===== src/bof_mac.sv =====
// Shared multiply-accumulate unit: signed operand times unsigned weight plus accumulator.
module bof_mac #(
  parameter int AW = 33,
  parameter int MW = 21,
  parameter int RW = 56
) (
  input  logic                 clr,
  input  logic signed [AW-1:0] a,
  input  logic        [MW-1:0] mul,
  input  logic signed [RW-1:0] acc,
  output logic signed [RW-1:0] res
);

  logic signed [AW+MW:0] prod;

  // The weight is always non-negative, so it enters the product zero-extended.
  assign prod = a * $signed({1'b0, mul});

  // Start a new sum or add onto the running one.
  assign res = (clr ? '0 : acc) + {{(RW-AW-MW-1){prod[AW+MW]}}, prod};

endmodule


===== config.mk =====
export PLATFORM = sky130hd
export DESIGN_NAME = bof_mac
export DESIGN_NICKNAME = d
export VERILOG_FILES = /design/src/bof_mac.sv
export SDC_FILE = /design/constraint.sdc
export NUM_CORES = 2
export LEC_CHECK = 0
export BUFFER_PORTS_ARGS = -buffer_cell sky130_fd_sc_hd__buf_2
export CORE_ASPECT_RATIO = 0.5
export CORE_UTILIZATION = 37
export DETAILED_ROUTE_END_ITERATION = 10
export PLACE_DENSITY = 0.58
export REMOVE_ABC_BUFFERS = 1
export SLEW_MARGIN = 20
export SYNTH_ARGS = -nofsm -noshare
export SYNTH_HDL_FRONTEND = slang
export SYNTH_SLANG_ARGS = --single-unit

===== constraint.sdc =====
create_clock -name vclk -period 20.7
set_input_delay 4.14 -clock vclk [all_inputs]
set_output_delay 4.14 -clock vclk [all_outputs]
set_load 0.005 [all_outputs]

==> out/qor.yml <==
run_status:
  outcome: "finished, final reports clean"
yosys:
  yosysSeqAreaShare_pct: 0
  yosysWarnings: 0
  syn_inst: 3088
  post_synth.cell_area_avg_um2: 8.85
  synth_area_mm2: 0.0273
  synthDistinctLibCells: 78
die:
  die_area_mm2: 0.0750
  core_area_mm2: 0.0730
  io_pins: 167
  fp.dieH_um: 194
  fp-row-count: 70
  fp.dieW_um: 386
  initial_core_util_pct: 37.4
placement:
  place.gp.congestion: 0.869
  numPortBuffers: 167
  hpwlAfterDp_mm: 57.2
route:
  dr.pass1.iters: 5
  drc_errors: 0
  drt_iter0_markers: 1005
  vias: 20366
  routed_wl_mm: 68.6
  post_drt_wl_per_cell_um: 16.9
  drtAntennaViolNets: 0
  viasPerCell: 5.01
finish:
  numSequentialCells: 0
  finalNetCount: 4090
  n_clock_buffer: 0
  drive_gt1_share_pct: 6.34
  areaGrowthSynthToFinish_pct: 5.14
  n_antenna_cell: 0
  seq_area_um2: 0
global_route:
  grt_pass1_vias: 22099
  grt_pass1_wl_mm: 115
  grt_max_degree: 57
  gr-total-overflow: 0
  gr-usage-all-layers_pct: 19.0
  grt_antenna_before_repair: 3
sta:
  period_share_pct: 85.6
  rsz0062_at_grt: "no"
  finalMaxSlewViolations: 0
  period_needed_ps: 17720
  timing.fmax_mhz: 56.4
  setup_viol: 0
  setup_tns_ps: 0
  slew_headroom_pct: 39.3
  worstMarginPinSlew_ps: 910
  hold_viol: 0
run:
  cap_viol_max_count: 0
setup_path:
  cp_slowest_cell: "a2111oi_0"
  cp-end-kind: "output pin"
  crit_type: "input pin to output pin"
  crit_start: "mul[1]"
  cp-start-kind: "input pin"
  critical_path.top_delay_family: "adder cells"
  required_ps: 16560
  worst-path-stages: 32
  crit_buf_inv: 3
  crit_path_end: "res[55]"
  crit_arrival_ps: 13580
  worstPathMaxFanout: 33
  max_stage_delay_ps: 620
  cp_common_cell: "fa_1"
worst_hold_path:
  min_path_type: "input pin to output pin"
  worstHoldStart: "acc[0]"
clocking:
  ctsResizeCount: 0
  post_cts_buffers: 0
  postCtsHoldBufs: 0
==> tightest hold or removal path: stages <==
cell and delay (ps):
buf_2 70, nor2b_1 120, ha_1 140, buf_2 100
==> metal layers <==
metal,global-route usage [%],wire length [µm],up-vias
met2,35.2,36700,345
met1,25.2,29000,10691
met3,0.235,1650,67
met5,0,0,-
li1,-,-,9263
met4,2.71,1200,0
==> metrics by stage <==
step	cells	worst slack [ps]	hold slack, ps	area [µm²]	utilization, %
2_1_floorplan	2924	4860	8500	26600	-
3_3_place_gp	4065	3060	8700	28700	39.3
3_5_place_dp	4065	3050	8710	28700	39.3
4_1_cts	4065	3010	8720	28700	39.3
5_1_grt	4065	2190	8730	28700	39.3
6_report	4065	2980	8720	28700	39.3
==> cell usage after synthesis, types with 3 or more instances <==
cell / count / area share (%)
inv_1: 634 / 8.7
nand3_1: 28 / 0.51
o21bai_1: 16 / 0.44
clkbuf_1: 147 / 2.0
a2111oi_0: 3 / 0.096
fa_1: 688 / 50
o41ai_1: 4 / 0.13
buf_4: 5 / 0.14
o211ai_1: 15 / 0.41
and4_1: 3 / 0.096
nand2_1: 423 / 5.8
a21oi_1: 99 / 1.8
a21o_1: 56 / 1.5
nand4_1: 17 / 0.39
clkbuf_2: 3 / 0.055
nor3_1: 15 / 0.27
a221oi_1: 7 / 0.22
o21a_1: 16 / 0.44
and3_1: 5 / 0.11
a21o_2: 3 / 0.096
xor2_1: 30 / 0.96
ha_1: 196 / 9.0
nor2_1: 54 / 0.74
nor2b_1: 61 / 1.4
o21ai_2: 3 / 0.096
a211o_1: 3 / 0.096
buf_2: 5 / 0.092
xnor2_1: 77 / 2.5
o21ai_1: 6 / 0.11
o21ai_0: 47 / 0.86
or3_1: 4 / 0.092
nor4_1: 4 / 0.092
a211oi_1: 9 / 0.25
nand2b_1: 8 / 0.18
and2_1: 330 / 7.6
a31oi_1: 12 / 0.27
==> how the worst min path moves through the flow <==
stage                        end  slack [ps]  cells past startpoint
after global placement    res[0]        8700                      4
after detailed placement  res[0]        8710                      4
after floorplan           res[0]        8500                      2
final                     res[0]        8720                      4
after global routing      res[0]        8730                      4
after CTS                 res[0]        8720                      4
==> cell families (layout without fill, tap and decap cells) <==
kind of cell / Yosys count / count (layout) / synth area share (%)
compound gates: 330 / 330 / 8.17
buf+inv: 798 / 803 / 11.1
fa+ha+maj: 884 / 884 / 59.4
xor+xnor: 108 / 108 / 3.51
mux: 1 / 1 / 0.0412
simple gates: 967 / 967 / 17.7
==> final cells by class <==
type | instances | area (µm²)
Inverter | 634 | 2380
Multi-Input combinational cell | 2290 | 24300
Timing Repair Buffer | 169 | 851
Fill cell | 7471 | 44300
Tap cell | 972 | 1220
==> cells in the final DEF (no fill, tap or decap), drive strengths merged, types with 30 or more instances in the layout <==
| cell type | count |
|---|---|
| xor2 | 30 |
| nand2 | 423 |
| o21ai | 56 |
| ha | 196 |
| and2 | 331 |
| fa | 688 |
| a21oi | 100 |
| a21o | 59 |
| buf | 169 |
| xnor2 | 77 |
| nor2 | 54 |
| nor2b | 61 |
| inv | 634 |
Power is left out: the tool's default activity adds up to more than one toggle a clock period on the data nets, which glitch-free logic cannot reach.
